### config.mk
export PLATFORM = sky130hd
export DESIGN_NAME = mcra_ctrl
export DESIGN_NICKNAME = d
export VERILOG_FILES = /design/src/mcra_pkg.sv /design/src/mcra_ctrl.sv
export SDC_FILE = /design/constraint.sdc
export NUM_CORES = 1
export LEC_CHECK = 0
export BUFFER_PORTS_ARGS = -buffer_cell sky130_fd_sc_hd__buf_2
export CAP_MARGIN = 20
export CORE_UTILIZATION = 58
export CTS_CLUSTER_DIAMETER = 40
export DETAILED_ROUTE_END_ITERATION = 7
export GPL_TIMING_DRIVEN = 0
export PLACE_DENSITY = 0.81
export SLEW_MARGIN = 20
export SYNTH_ARGS = -nofsm -noshare
export SYNTH_HDL_FRONTEND = slang
export SYNTH_SLANG_ARGS = --single-unit
### constraint.sdc
create_clock -name clock -period 4.9 [get_ports clock]
set_clock_uncertainty 0.1 [all_clocks]
set_input_delay 0.245 -clock clock [delete_from_list [all_inputs] [get_ports clock]]
set_output_delay 0.245 -clock clock [all_outputs]
set_load 0.03 [all_outputs]
### src/mcra_pkg.sv
`timescale 1ns / 1ps
// ----------------------------------------------------------------------------
// mcra_pkg
// Types and constants shared by the mean and RMS accumulator controller,
// datapath, top level and checker.
// ----------------------------------------------------------------------------
package mcra_pkg;

   // Fixed field widths of the transaction formats.
   localparam int ACTION_W = 2;
   localparam int CHAN_W   = 2;
   localparam int RES_W    = 24;

   typedef logic [CHAN_W-1:0] chan_type;
   typedef logic [RES_W-1:0]  result_type;

   // Largest value a result field can carry; larger quotients saturate here.
   localparam result_type RES_MAX = '1;

   // Action codes carried on the request side.
   typedef enum logic [ACTION_W-1:0] {
      ACT_CLEAR = 2'd0,
      ACT_ACCUM = 2'd1,
      ACT_END   = 2'd2
   } action_type;

   // Operations the controller asks of the datapath, one per cycle.
   typedef enum logic [3:0] {
      DP_NOP       = 4'd0,
      DP_CLEAR     = 4'd1,
      DP_DROP      = 4'd2,
      DP_CAPTURE   = 4'd3,
      DP_ACC       = 4'd4,
      DP_MUL_INIT  = 4'd5,
      DP_MUL_STEP  = 4'd6,
      DP_SUB       = 4'd7,
      DP_SQRT_STEP = 4'd8,
      DP_DIVR_INIT = 4'd9,
      DP_DIVM_INIT = 4'd10,
      DP_DIV_STEP  = 4'd11
   } dp_op_type;

   // Command from controller to datapath.
   typedef struct packed {
      dp_op_type op;
      logic      out_load;
      logic      out_last;
   } dp_cmd_type;

   // Status from datapath to controller.
   typedef struct packed {
      logic count_zero;
      logic count_full;
      logic step_last;
   } dp_status_type;

endpackage

### src/mcra_ctrl.sv
`timescale 1ns / 1ps
// ----------------------------------------------------------------------------
// mcra_ctrl
// Sequencer for the accumulator: takes request transactions, steps the
// datapath through multiply, square root and divide per channel, and owns
// the valid flag of the response register.
// ----------------------------------------------------------------------------
module mcra_ctrl #(
   parameter int CHANNELS = 4
) (
   input  logic                         clock,
   input  logic                         reset,
   input  logic                         req_tvalid,
   output logic                         req_tready,
   input  logic [mcra_pkg::ACTION_W-1:0] req_action,
   output logic                         rsp_tvalid,
   input  logic                         rsp_tready,
   input  mcra_pkg::dp_status_type      status,
   output mcra_pkg::dp_cmd_type         cmd,
   output logic [((CHANNELS > 1) ? $clog2(CHANNELS) : 1)-1:0] ch_idx
);

   localparam int CH_IDX_W = (CHANNELS > 1) ? $clog2(CHANNELS) : 1;
   localparam logic [CH_IDX_W-1:0] LAST_CH = CH_IDX_W'(CHANNELS - 1);

   typedef enum logic [10:0] {
      ST_IDLE      = 11'b000_0000_0001,
      ST_ACC       = 11'b000_0000_0010,
      ST_LOAD      = 11'b000_0000_0100,
      ST_MUL       = 11'b000_0000_1000,
      ST_SUB       = 11'b000_0001_0000,
      ST_SQRT      = 11'b000_0010_0000,
      ST_DIVR_INIT = 11'b000_0100_0000,
      ST_DIVR      = 11'b000_1000_0000,
      ST_DIVM_INIT = 11'b001_0000_0000,
      ST_DIVM      = 11'b010_0000_0000,
      ST_PUSH      = 11'b100_0000_0000
   } state_type;

   state_type            state_ff, state_in;
   logic [CH_IDX_W-1:0]  ch_ff, ch_in;
   logic                 rsp_valid_ff, rsp_valid_in;
   mcra_pkg::action_type action;

   assign action     = mcra_pkg::action_type'(req_action);
   assign req_tready = (state_ff == ST_IDLE);
   assign rsp_tvalid = rsp_valid_ff;
   assign ch_idx     = ch_ff;

   // Next state, channel index, response valid and datapath command.
   always_comb begin
      state_in     = state_ff;
      ch_in        = ch_ff;
      rsp_valid_in = rsp_valid_ff;
      cmd.op       = mcra_pkg::DP_NOP;
      cmd.out_load = 1'b0;
      cmd.out_last = (ch_ff == LAST_CH);

      if (rsp_valid_ff && rsp_tready) begin
         rsp_valid_in = 1'b0;
      end

      unique case (state_ff)
         ST_IDLE: begin
            if (req_tvalid) begin
               unique case (action)
                  mcra_pkg::ACT_CLEAR: begin
                     cmd.op = mcra_pkg::DP_CLEAR;
                  end
                  mcra_pkg::ACT_ACCUM: begin
                     if (status.count_full) begin
                        cmd.op = mcra_pkg::DP_DROP;
                     end else begin
                        cmd.op   = mcra_pkg::DP_CAPTURE;
                        state_in = ST_ACC;
                     end
                  end
                  mcra_pkg::ACT_END: begin
                     if (!status.count_zero) begin
                        ch_in    = '0;
                        state_in = ST_LOAD;
                     end
                  end
                  default: begin
                     // Unused action code: no effect.
                  end
               endcase
            end
         end
         ST_ACC: begin
            cmd.op   = mcra_pkg::DP_ACC;
            state_in = ST_IDLE;
         end
         ST_LOAD: begin
            cmd.op   = mcra_pkg::DP_MUL_INIT;
            state_in = ST_MUL;
         end
         ST_MUL: begin
            cmd.op = mcra_pkg::DP_MUL_STEP;
            if (status.step_last) begin
               state_in = ST_SUB;
            end
         end
         ST_SUB: begin
            cmd.op   = mcra_pkg::DP_SUB;
            state_in = ST_SQRT;
         end
         ST_SQRT: begin
            cmd.op = mcra_pkg::DP_SQRT_STEP;
            if (status.step_last) begin
               state_in = ST_DIVR_INIT;
            end
         end
         ST_DIVR_INIT: begin
            cmd.op   = mcra_pkg::DP_DIVR_INIT;
            state_in = ST_DIVR;
         end
         ST_DIVR: begin
            cmd.op = mcra_pkg::DP_DIV_STEP;
            if (status.step_last) begin
               state_in = ST_DIVM_INIT;
            end
         end
         ST_DIVM_INIT: begin
            cmd.op   = mcra_pkg::DP_DIVM_INIT;
            state_in = ST_DIVM;
         end
         ST_DIVM: begin
            cmd.op = mcra_pkg::DP_DIV_STEP;
            if (status.step_last) begin
               state_in = ST_PUSH;
            end
         end
         ST_PUSH: begin
            // Load the response register once it is empty or being drained.
            if (!rsp_valid_ff || rsp_tready) begin
               cmd.out_load = 1'b1;
               rsp_valid_in = 1'b1;
               if (ch_ff == LAST_CH) begin
                  state_in = ST_IDLE;
               end else begin
                  ch_in    = ch_ff + CH_IDX_W'(1);
                  state_in = ST_LOAD;
               end
            end
         end
         default: begin
            state_in = ST_IDLE;
         end
      endcase
   end

   // Control registers.
   always_ff @(posedge clock) begin
      if (reset) begin
         state_ff     <= ST_IDLE;
         ch_ff        <= '0;
         rsp_valid_ff <= 1'b0;
      end else begin
         state_ff     <= state_in;
         ch_ff        <= ch_in;
         rsp_valid_ff <= rsp_valid_in;
      end
   end

endmodule

==> metrics.txt, run 1 <==
Sequential Power Share 35.1%; register area share after synthesis 28.1%; Die H 43.5 um; IO Port Bufs 18; Sequential Area ~280 um^2; drt first-iter violations 39; WL/cell 15.1 um; Total GRT Usage 28.1%; Skew-Pair Late Insertion Delay 290 ps; layout cells sized above 1 27.5%; total of fill cells in the finished design 130; clock network fraction of total power 23.3%; critical path class flop to output pin; fin crit period approximately 3000 ps; met1 WL 1.03 mm; synth cell count leaders dfxtp_1 (14), nor2_1 (8), nand3_1 (7), o22ai_1 (6); CTS Sinks 14; dpl hpwl 1.77 mm; antenna violations before repair 0; dominant cell type by area after synthesis dfxtp_1; CTS clk-pin slew, worst paths 90 ps; placed instance area 1110 um^2; ant diodes 0; nets 149; Critical Path Fanout Max 7; CP required between 4000 and 5000 ps; post-synthesis async set-or-reset flop share 0%; worst hold endpoint rsp_tvalid; worst r2r src state_ff[0]; static leakage 0.468 nW; Comb pwr share 41.6%; P_int around 0.22 mW; Arrival @ worst endpoint 2690 ps; uppermost layer routed met4; reg-to-reg endpoint state_ff[0]; Starting Density 64.0%; PD cells 325 nW/um^2; syn nets 126; Setup TNS 0 ps; Worst Tran Pin Value approximately 970 ps; row cnt 14; fin area 1140 um^2; multi-input logic area 644 um^2; status finished, violations left; hold path startpoint rsp_tready; met3 routed WL 122 um; Psw 0.149 mW; global-route wire length before repair 4.02 mm; Max transition margin 35.0%; period utilization 61.9%; Ys Warns 0; RSZ-0062 raised after global routing false; Antenna Nets Post-Route 0; Sw Ratio 40.0%; Die W 43.5 um; HP Class input port to flop; maximum vdd drop 0.254 mV; CP endpoint kind output pin; Worst Hold Depth 3; max-slew violation count 0; DRT Pass-1 Iters 6; Hold Fails Final Rpt 0; WL final 2.32 mm; number of global-route vias before repair around 910; Area Growth Syn to Fin 14.7%; register bit total from synthesis 14; Via Count 990; Num CTS Buffers 3; Max clock buf depth 2; cell count after synthesis 116; vias per inst 6.43; Main synth FF type dfxtp_1; largest net degree at the start of global routing 11; Ports 19; CTS Root Buffer Type clkbuf_4; CTS resizes 0; top-count cell post-synth dfxtp_1; syn_area_per_cell 8.60 um^2; Overflow after GRT 0; critical path startpoint category flop; CTS Hold Bufs 0; Synth top area share 28.1%; failing checks DRC; met2 wire length 1.15 mm; Distinct cells, synth 47; Post CTS Setup Buffer Count 0; number of flops mapped to enable cells by yosys 0; Core ar. 1560 um^2; DR DRC count 3; TritonCTS clock tree yes; maxcap violations 0; Post-Synthesis Cell Area 997 um^2; global placer's final weighted congestion 0.955; final setup fails 0; Die ar. 1890 um^2; fmax 0.330 GHz; R2R cell count 5; H-tree levels 1; Area contributors post-synth dfxtp_1 (28%), buf_6 (4.5%), o22ai_1 (3.8%); reg2reg setup slack ~2400 ps
-- layout by cell type (no fill, tap or decap), types with 3 or more instances in the layout --
master	synthesis	routed
inv_1	3	3
o32ai_1	3	3
nor3b_1	3	3
nand4_1	5	5
clkbuf_4	0	3
nor3_1	4	4
nor2b_1	3	3
buf_2	0	18
dfxtp_1	14	14
nand2b_1	5	5
buf_6	4	4
o21ai_0	4	4
nand2_1	3	3
xor2_1	4	4
nor2_1	8	8
nand3_1	7	7
o22ai_1	6	6
-- sequential cells by signal (all words and copies together), names as in the netlist --
name        flops
state_ff       11
ch_idx          2
rsp_tvalid      1
-- through the flow --
stage	utilization, %	power, mW	cells	setup slack [ps]	hold slack [ps]
CTS	73.4	0.373	154	1950	170
global route	73.4	0.394	154	1740	181
finish	73.4	0.372	154	1870	172
detailed placement	71.0	0.286	150	2280	392
global placement	71.0	0.282	150	2320	383
floorplan	-	0.247	116	2450	326
-- logic make-up (layout without fill, tap and decap cells) --
kind of cell             count (synthesis)  in the layout  share of synthesized area (%)
flip-flops                              14             14                           28.1
XOR/XNOR                                 5              5                           4.39
adder cells (fa/ha/maj)                  1              1                           1.25
buffers and inverters                    9             31                           7.28
AO/OA/AOI/OAI                           24             24                           17.9
AND/OR/NAND/NOR                         63             63                           41.0
-- critical path: stages (launching register included) --
cell	delay (ps)
dfxtp_1	380
nor4_1	860
nand3_1	190
or3b_2	540
nand4_1	110
o21bai_1	120
buf_2	200
-- metal layers --
metal | track usage (%) | vias to the layer above
li1 | - | 492
met1 | 36.7 | 457
met2 | 48.5 | 37
met3 | 3.75 | 4
met4 | 7.50 | 0
met5 | 0 | -
-- power by group through the flow --
stage / combinational (mW) / clock, mW / sequential, mW
after detailed placement: 0.153 / 0 / 0.133
final: 0.155 / 0.0868 / 0.130
after floorplan: 0.117 / 0 / 0.130
after CTS: 0.154 / 0.0891 / 0.130
after global placement: 0.149 / 0 / 0.132
after global routing: 0.168 / 0.0930 / 0.132
-- area by class of cell --
cell class              count  area share (%)
well taps                  16            1.75
inverters                   3           0.985
flip-flops and latches     14            24.5
clock buffers               4            3.17
repair buffers             18            7.88
plain buffers               6            5.36
multi-input cells          93            56.3
-- worst max-delay path by stage --
stage / startpoint / endpoint / slack (ps) / cells past startpoint
floorplan: state_ff[2] / state_ff[0] / 2450 / 6
global placement: state_ff[2] / cmd[2] / 2320 / 7
detailed placement: state_ff[2] / cmd[2] / 2280 / 7
CTS: state_ff[2] / cmd[2] / 1950 / 7
global route: state_ff[0] / cmd[2] / 1740 / 6
finish: state_ff[0] / cmd[2] / 1870 / 6
Power figures use the tool's default switching activity.
==> inputs of run 2 (changes only) <==
--- a/config.mk
+++ b/config.mk
@@ -7,11 +7,11 @@
 export LEC_CHECK = 0
 export BUFFER_PORTS_ARGS = -buffer_cell sky130_fd_sc_hd__buf_2
 export CAP_MARGIN = 20
-export CORE_UTILIZATION = 58
+export CORE_UTILIZATION = 48
 export CTS_CLUSTER_DIAMETER = 40
 export DETAILED_ROUTE_END_ITERATION = 7
 export GPL_TIMING_DRIVEN = 0
-export PLACE_DENSITY = 0.81
+export PLACE_DENSITY = 0.71
 export SLEW_MARGIN = 20
 export SYNTH_ARGS = -nofsm -noshare
 export SYNTH_HDL_FRONTEND = slang
==> constraint.sdc (replaced) <==
create_clock -name clock -period 2.5 [get_ports clock]
set_clock_uncertainty 0.1 [all_clocks]
set_input_delay 0.125 -clock clock [delete_from_list [all_inputs] [get_ports clock]]
set_output_delay 0.125 -clock clock [all_outputs]
set_load 0.03 [all_outputs]
==> run 2 against run 1 <==
Net effect:
- critical path depth fell by 1
- first-iteration DRC count shrank 31%
- die area up 20%
- worst hold slack worse by 120 ps
- worst setup slack got worse by 1800 ps
- total power is 93% higher
- flip-flop and latch count stayed put
- global-route usage shrank 3.7 points
- non-clock buffer count up 1
- the flow now finishes without violations
- routed wire length grew 6.9%
- via count up 3.7%
- sequential power is 100% higher
==> metrics.txt, run 2 (synthesized netlist as in run 1, its figures left out) <==
status complete, no violations (was finished, violations left); WL final 2.48 mm (was 2.32 mm); number of global-route vias before repair 821 (was 911); Worst Tran Pin Value 552 ps (was 966 ps); maximum vdd drop 0.463 mV (was 0.254 mV); Largest Register state_ff (unchanged); CTS Hold Bufs 0 (unchanged); Antenna Nets Post-Route 0 (unchanged); CP required 2280 ps (was 4550 ps); Num CTS Buffers 3 (unchanged); CP endpoint kind output pin (unchanged); Post-Place Cells 161 (was 150); Max clock buf depth 2 (unchanged); fin crit period 2440 ps; placed instance area 1120 um^2 (was 1110 um^2); Skew-Pair Late Insertion Delay 290 ps (about the same); nets 150 (was 149); antenna violations before repair 0 (unchanged); fin area 1180 um^2 (was 1140 um^2); TritonCTS clock tree yes (unchanged); global placer's final weighted congestion 0.887 (was 0.955); Critical path destination cmd[3] (was cmd[2]); Die H 47.6 um (was 43.5 um); maxcap violations 0 (unchanged); HP Class input port to flop (unchanged); total of fill cells in the finished design 206 (was 130); reg-to-reg endpoint state_ff[0] (unchanged); Total GRT Usage 24.4% (was 28.1%); DRT Pass-1 Iters 4 (was 6); RSZ-0062 raised after global routing false (unchanged); period utilization a little over nine tenths; Ports 19 (unchanged); Core ar. 1960 um^2 (was 1560 um^2); H-tree levels 1 (unchanged); reg2reg setup slack 230 ps (was 2410 ps); max FFs per register 11 (unchanged); CTS Root Buffer Type clkbuf_4 (unchanged); max-slew violation count 0 (unchanged); IO Port Bufs 18 (unchanged); dpl hpwl 1.80 mm (was 1.77 mm); Area Growth Syn to Fin 18.7% (was 14.7%); Arrival @ worst endpoint 2210 ps (was 2690 ps); pre-CTS setup slack 51.1 ps (was 2280 ps); static leakage 0.471 nW (was 0.468 nW); CTS clk-pin slew, worst paths 90 ps (about the same); WL/cell 15.1 um (about the same); Critical Path Fanout Max 6 (was 7); vias per inst 6.22 (was 6.43); Setup TNS 0 ps (unchanged); crit path from state_ff[8] (was state_ff[0]); Worst Slack Setup Final 61.0 ps (was 1870 ps); Max transition margin 62.9% (was 35.0%); critical path startpoint category flop (unchanged); post-layout util 60.3% (was 73.4%); row cnt 16 (was 14); DR DRC count 0 (was 3); largest net degree at the start of global routing 11 (unchanged); global-route wire length before repair 3.86 mm (was 4.02 mm); R2R cell count 5 (unchanged); commonest non-fill, non-tap cell in the layout buf_2 (unchanged); Via Count 1027 (was 990); Starting Density 50.8% (was 64.0%); CTS Sinks 14 (unchanged); worst r2r src state_ff[8] (was state_ff[0]); ant diodes 0 (unchanged); Die W 47.6 um (was 43.5 um); most frequent cells in the layout buf_2 (16), dfxtp_1 (13), nor2_1 (8) (was buf_2 (18), dfxtp_1 (14), nor2_1 (8)); critical path class flop to output pin (unchanged); drt first-iter violations 27 (was 39); Die ar. 2260 um^2 (was 1890 um^2); Overflow after GRT 0 (unchanged); fmax about 0.41 GHz; non-filler cells, final 165 (was 154); PD cells 607 nW/um^2 (was 325 nW/um^2); Hold Fails Final Rpt 0 (unchanged); layout cells sized above 1 29.7% (was 27.5%); final setup fails 0 (unchanged)
## run 2: worst max-delay path, stage by stage (launching register included)
cell and delay [ps]:
dfxtp_1 380, or4_1 550, or4_4 570, o311a_2 160, nand3_1 80, clkbuf_4 180
## run 2: metrics by stage
stage          power, mW  hold slack, ps
2_1_floorplan      0.485             206
3_3_place_gp       0.556             345
3_5_place_dp       0.560             352
4_1_cts            0.709            46.3
5_1_grt            0.762            84.2
6_report           0.718            52.2
## run 2: layout make-up
type / instances / area (um^2) / share of cell area [%]
buffer: 6 / 61.3 / 5.18
tap: 27 / 33.8 / 2.85
multi-input combinational: 93 / 671 / 56.7
sequential: 14 / 282 / 23.8
clock buffer: 3 / 22.5 / 1.90
inverter: 3 / 11.3 / 0.951
timing repair buffer: 19 / 103 / 8.67
## run 2: layer usage
layer / global-route usage (%) / part of all wire [%]
met1: 36.2 / 46
met2: 34.5 / 46
met3: 3.40 / 5.5
met4: 11.7 / 2.6
met5: 0 / 0
## run 2: what timing repair did
item                                    4_1_cts  5_1_grt
pin swaps                                     1        1
buffers inserted                              1        0
gates cloned                                  0        0
endpoints found under the setup margin        1        2
resized for setup                             3        5
## run 2: worst min path at each step
stage / cells past startpoint / slack [ps] / start / to
final: 3 / 50 / rsp_tready / rsp_tvalid
after global routing: 3 / 80 / rsp_tready / state_ff[10]
after CTS: 3 / 50 / rsp_tready / rsp_tvalid
after detailed placement: 3 / 350 / rsp_tready / rsp_tvalid
after global placement: 3 / 340 / rsp_tready / rsp_tvalid
after floorplan: 2 / 210 / reset / state_ff[7]
## run 2: power breakdown
| group | internal, mW | switching, mW | total, mW |
|---|---|---|---|
| Combinational | 0.125 | 0.195 | 0.321 |
| Sequential | 0.238 | 0.0258 | 0.264 |
| Clock | 0.0560 | 0.0775 | 0.133 |
| Total | 0.419 | 0.299 | 0.718 |
==> inputs of run 3 (changes only) <==
==> constraint.sdc (replaced) <==
create_clock -name clock -period 2.5 [get_ports clock]
set_clock_uncertainty 0.1 [all_clocks]
set_input_delay 0.125 -clock clock [delete_from_list [all_inputs] [get_ports clock]]
set_output_delay 0.125 -clock clock [all_outputs]
set_load 0.1 [all_outputs]
==> run 3 against run 2 <==
Net effect:
- core utilization increased by 4.3 points
- final cell count rose by 1.8%
- critical path depth unchanged
- sequential power about the same
- sequential share of layout area decreased by 1.0 points
- clock-buffer cell count unchanged
- design area grew 7.2%
- combinational power grew 49%
- die area is the same
- first-iteration DRC count grew 44%
- total power increased by 22%
- fmax down 0.50%
- critical path type unchanged
==> metrics.txt, run 3 (synthesized netlist as in run 1, its figures left out) <==
global-route wire length before repair 3.66 mm (was 3.86 mm); Total GRT Usage 23.5% (was 24.4%); dpl hpwl 1.88 mm (was 1.80 mm); Antenna Nets Post-Route 0 (unchanged); global placer's final weighted congestion 0.884 (was 0.887); Final Power 0.877 mW (was 0.718 mW); CP endpoint kind output pin (unchanged); Starting Density 50.8% (unchanged); PD cells 691 nW/um^2 (was 607 nW/um^2); row cnt 16 (unchanged); HP Class input port to flop (unchanged); critical path class flop to output pin (unchanged); CP required 2280 ps (about the same); Overflow after GRT 0 (unchanged); number of global-route vias before repair 796 (was 821); Die H 47.6 um (unchanged); Via Count 1064 (was 1027); Core ar. 1960 um^2 (unchanged); maximum vdd drop 0.377 mV (was 0.463 mV); RSZ-0062 raised after global routing false (unchanged); Arrival @ worst endpoint 2230 ps (was 2210 ps); Max transition margin 65.3% (was 62.9%); antenna violations before repair 0 (unchanged); DR DRC count 0 (unchanged); Setup TNS 0 ps (unchanged); Worst Tran Pin Value 517 ps (was 552 ps); layout cells sized above 1 39.7% (was 29.7%); vias per inst 6.33 (was 6.22); Die ar. 2260 um^2 (unchanged); Ports 19 (unchanged); WL/cell 15.6 um (was 15.1 um); TritonCTS clock tree yes (unchanged); CTS Root Buffer Type clkbuf_4 (unchanged); status complete, no violations (unchanged); crit path from state_ff[0] (was state_ff[8]); Hold Fails Final Rpt 0 (unchanged); largest net degree at the start of global routing 11 (unchanged); Die W 47.6 um (unchanged); most frequent cells in the layout buf_2 (16), dfxtp_1 (9), nor2_1 (7) (was buf_2 (16), dfxtp_1 (13), nor2_1 (8)); WL final 2.61 mm (was 2.48 mm); hold path startpoint rsp_tready (unchanged); commonest non-fill, non-tap cell in the layout buf_2 (unchanged); fmax 0.408 GHz (was 0.410 GHz); total of fill cells in the finished design 191 (was 206); Area Growth Syn to Fin 27.2% (was 18.7%); CTS Sinks 14 (unchanged); IO Port Bufs 18 (unchanged); static leakage 0.503 nW (was 0.471 nW); Largest Register state_ff (unchanged); fin crit period 2450 ps (was 2440 ps); max FFs per register 11 (unchanged); H-tree levels 1 (unchanged); final setup fails 0 (unchanged); Num CTS Buffers 3 (unchanged); maxcap violations 0 (unchanged); worst r2r src state_ff[0] (was state_ff[8]); drt first-iter violations 39 (was 27); DRT Pass-1 Iters 5 (was 4); CTS clk-pin slew, worst paths 80 ps (was 90 ps); nets 153 (was 150); ant diodes 0 (unchanged); period utilization 98.0% (was 97.6%); Max clock buf depth 2 (unchanged); critical path startpoint category flop (unchanged); Critical Path Fanout Max 5 (was 6); max-slew violation count 0 (unchanged); Skew-Pair Late Insertion Delay 280 ps (was 290 ps)
-- run 3: cell types whose count changed in the layout (fill, tap and decap cells not counted), sizes merged --
cell      before  now
clkbuf         4    3
buf           23   27
inv            3    2
clkinvlp       0    1
-- run 3: timing repair --
action | CTS | global route
buffers inserted | 1 | 4
hold buffers | 0 | 0
setup endpoints to repair | 5 | 2
resized for setup | 10 | 10
pin swaps | 3 | 3
-- run 3: path summary, 6_finish.rpt --
kind / end / slack (ps) / cells after the start
max reg2reg: state_ff[0] / 120 / 6
min: rsp_tvalid / 60 / 3
max: cmd[2] / 50 / 5
min reg2reg: ch_idx[0] / 410 / 2
-- run 3: layout make-up --
cell class	count	area [um^2]	area share, %
Multi-Input combinational cell	93	706	55.6
Clock buffer	3	22.5	1.78
Inverter	3	15.0	1.18
Tap cell	27	33.8	2.66
Timing Repair Buffer	23	153	12.0
Sequential cell	14	289	22.8
Buffer	5	50.0	3.94
-- run 3: worst max-delay path, stage by stage (launching register included) --
cell,delay (ps)
dfxtp_4,370
or4_4,550
or4_4,560
nand4_1,120
o21bai_4,150
buf_12,190
-- run 3: report_power, final --
| group | switching [mW] | total, mW | internal (mW) |
|---|---|---|---|
| Sequential | 0.0242 | 0.266 | 0.242 |
| Combinational | 0.313 | 0.478 | 0.165 |
| Clock | 0.0768 | 0.133 | 0.0560 |
-- run 3: routing by layer --
metal | wire length (um) | part of all wire (%) | track usage, %
met1 | 1100 | 42 | 33.3
met2 | 1250 | 48 | 34.2
met3 | 186 | 7.1 | 3.02
met4 | 78 | 3.0 | 12.8
met5 | 0 | 0 | 0
-- run 3: stage by stage --
step | setup WS, ps | hold WS, ps | util, % | cells | area, um^2
after detailed placement | -281 | 364 | 58.4 | 161 | 1150
after global routing | 2.81 | 70.1 | 64.7 | 168 | 1270
after CTS | 25.8 | 56.9 | 62.1 | 165 | 1220
after global placement | -241 | 349 | 58.4 | 161 | 1150
final | 48.8 | 61.4 | 64.7 | 168 | 1270
after floorplan | -70.0 | 206 | - | 116 | 1020
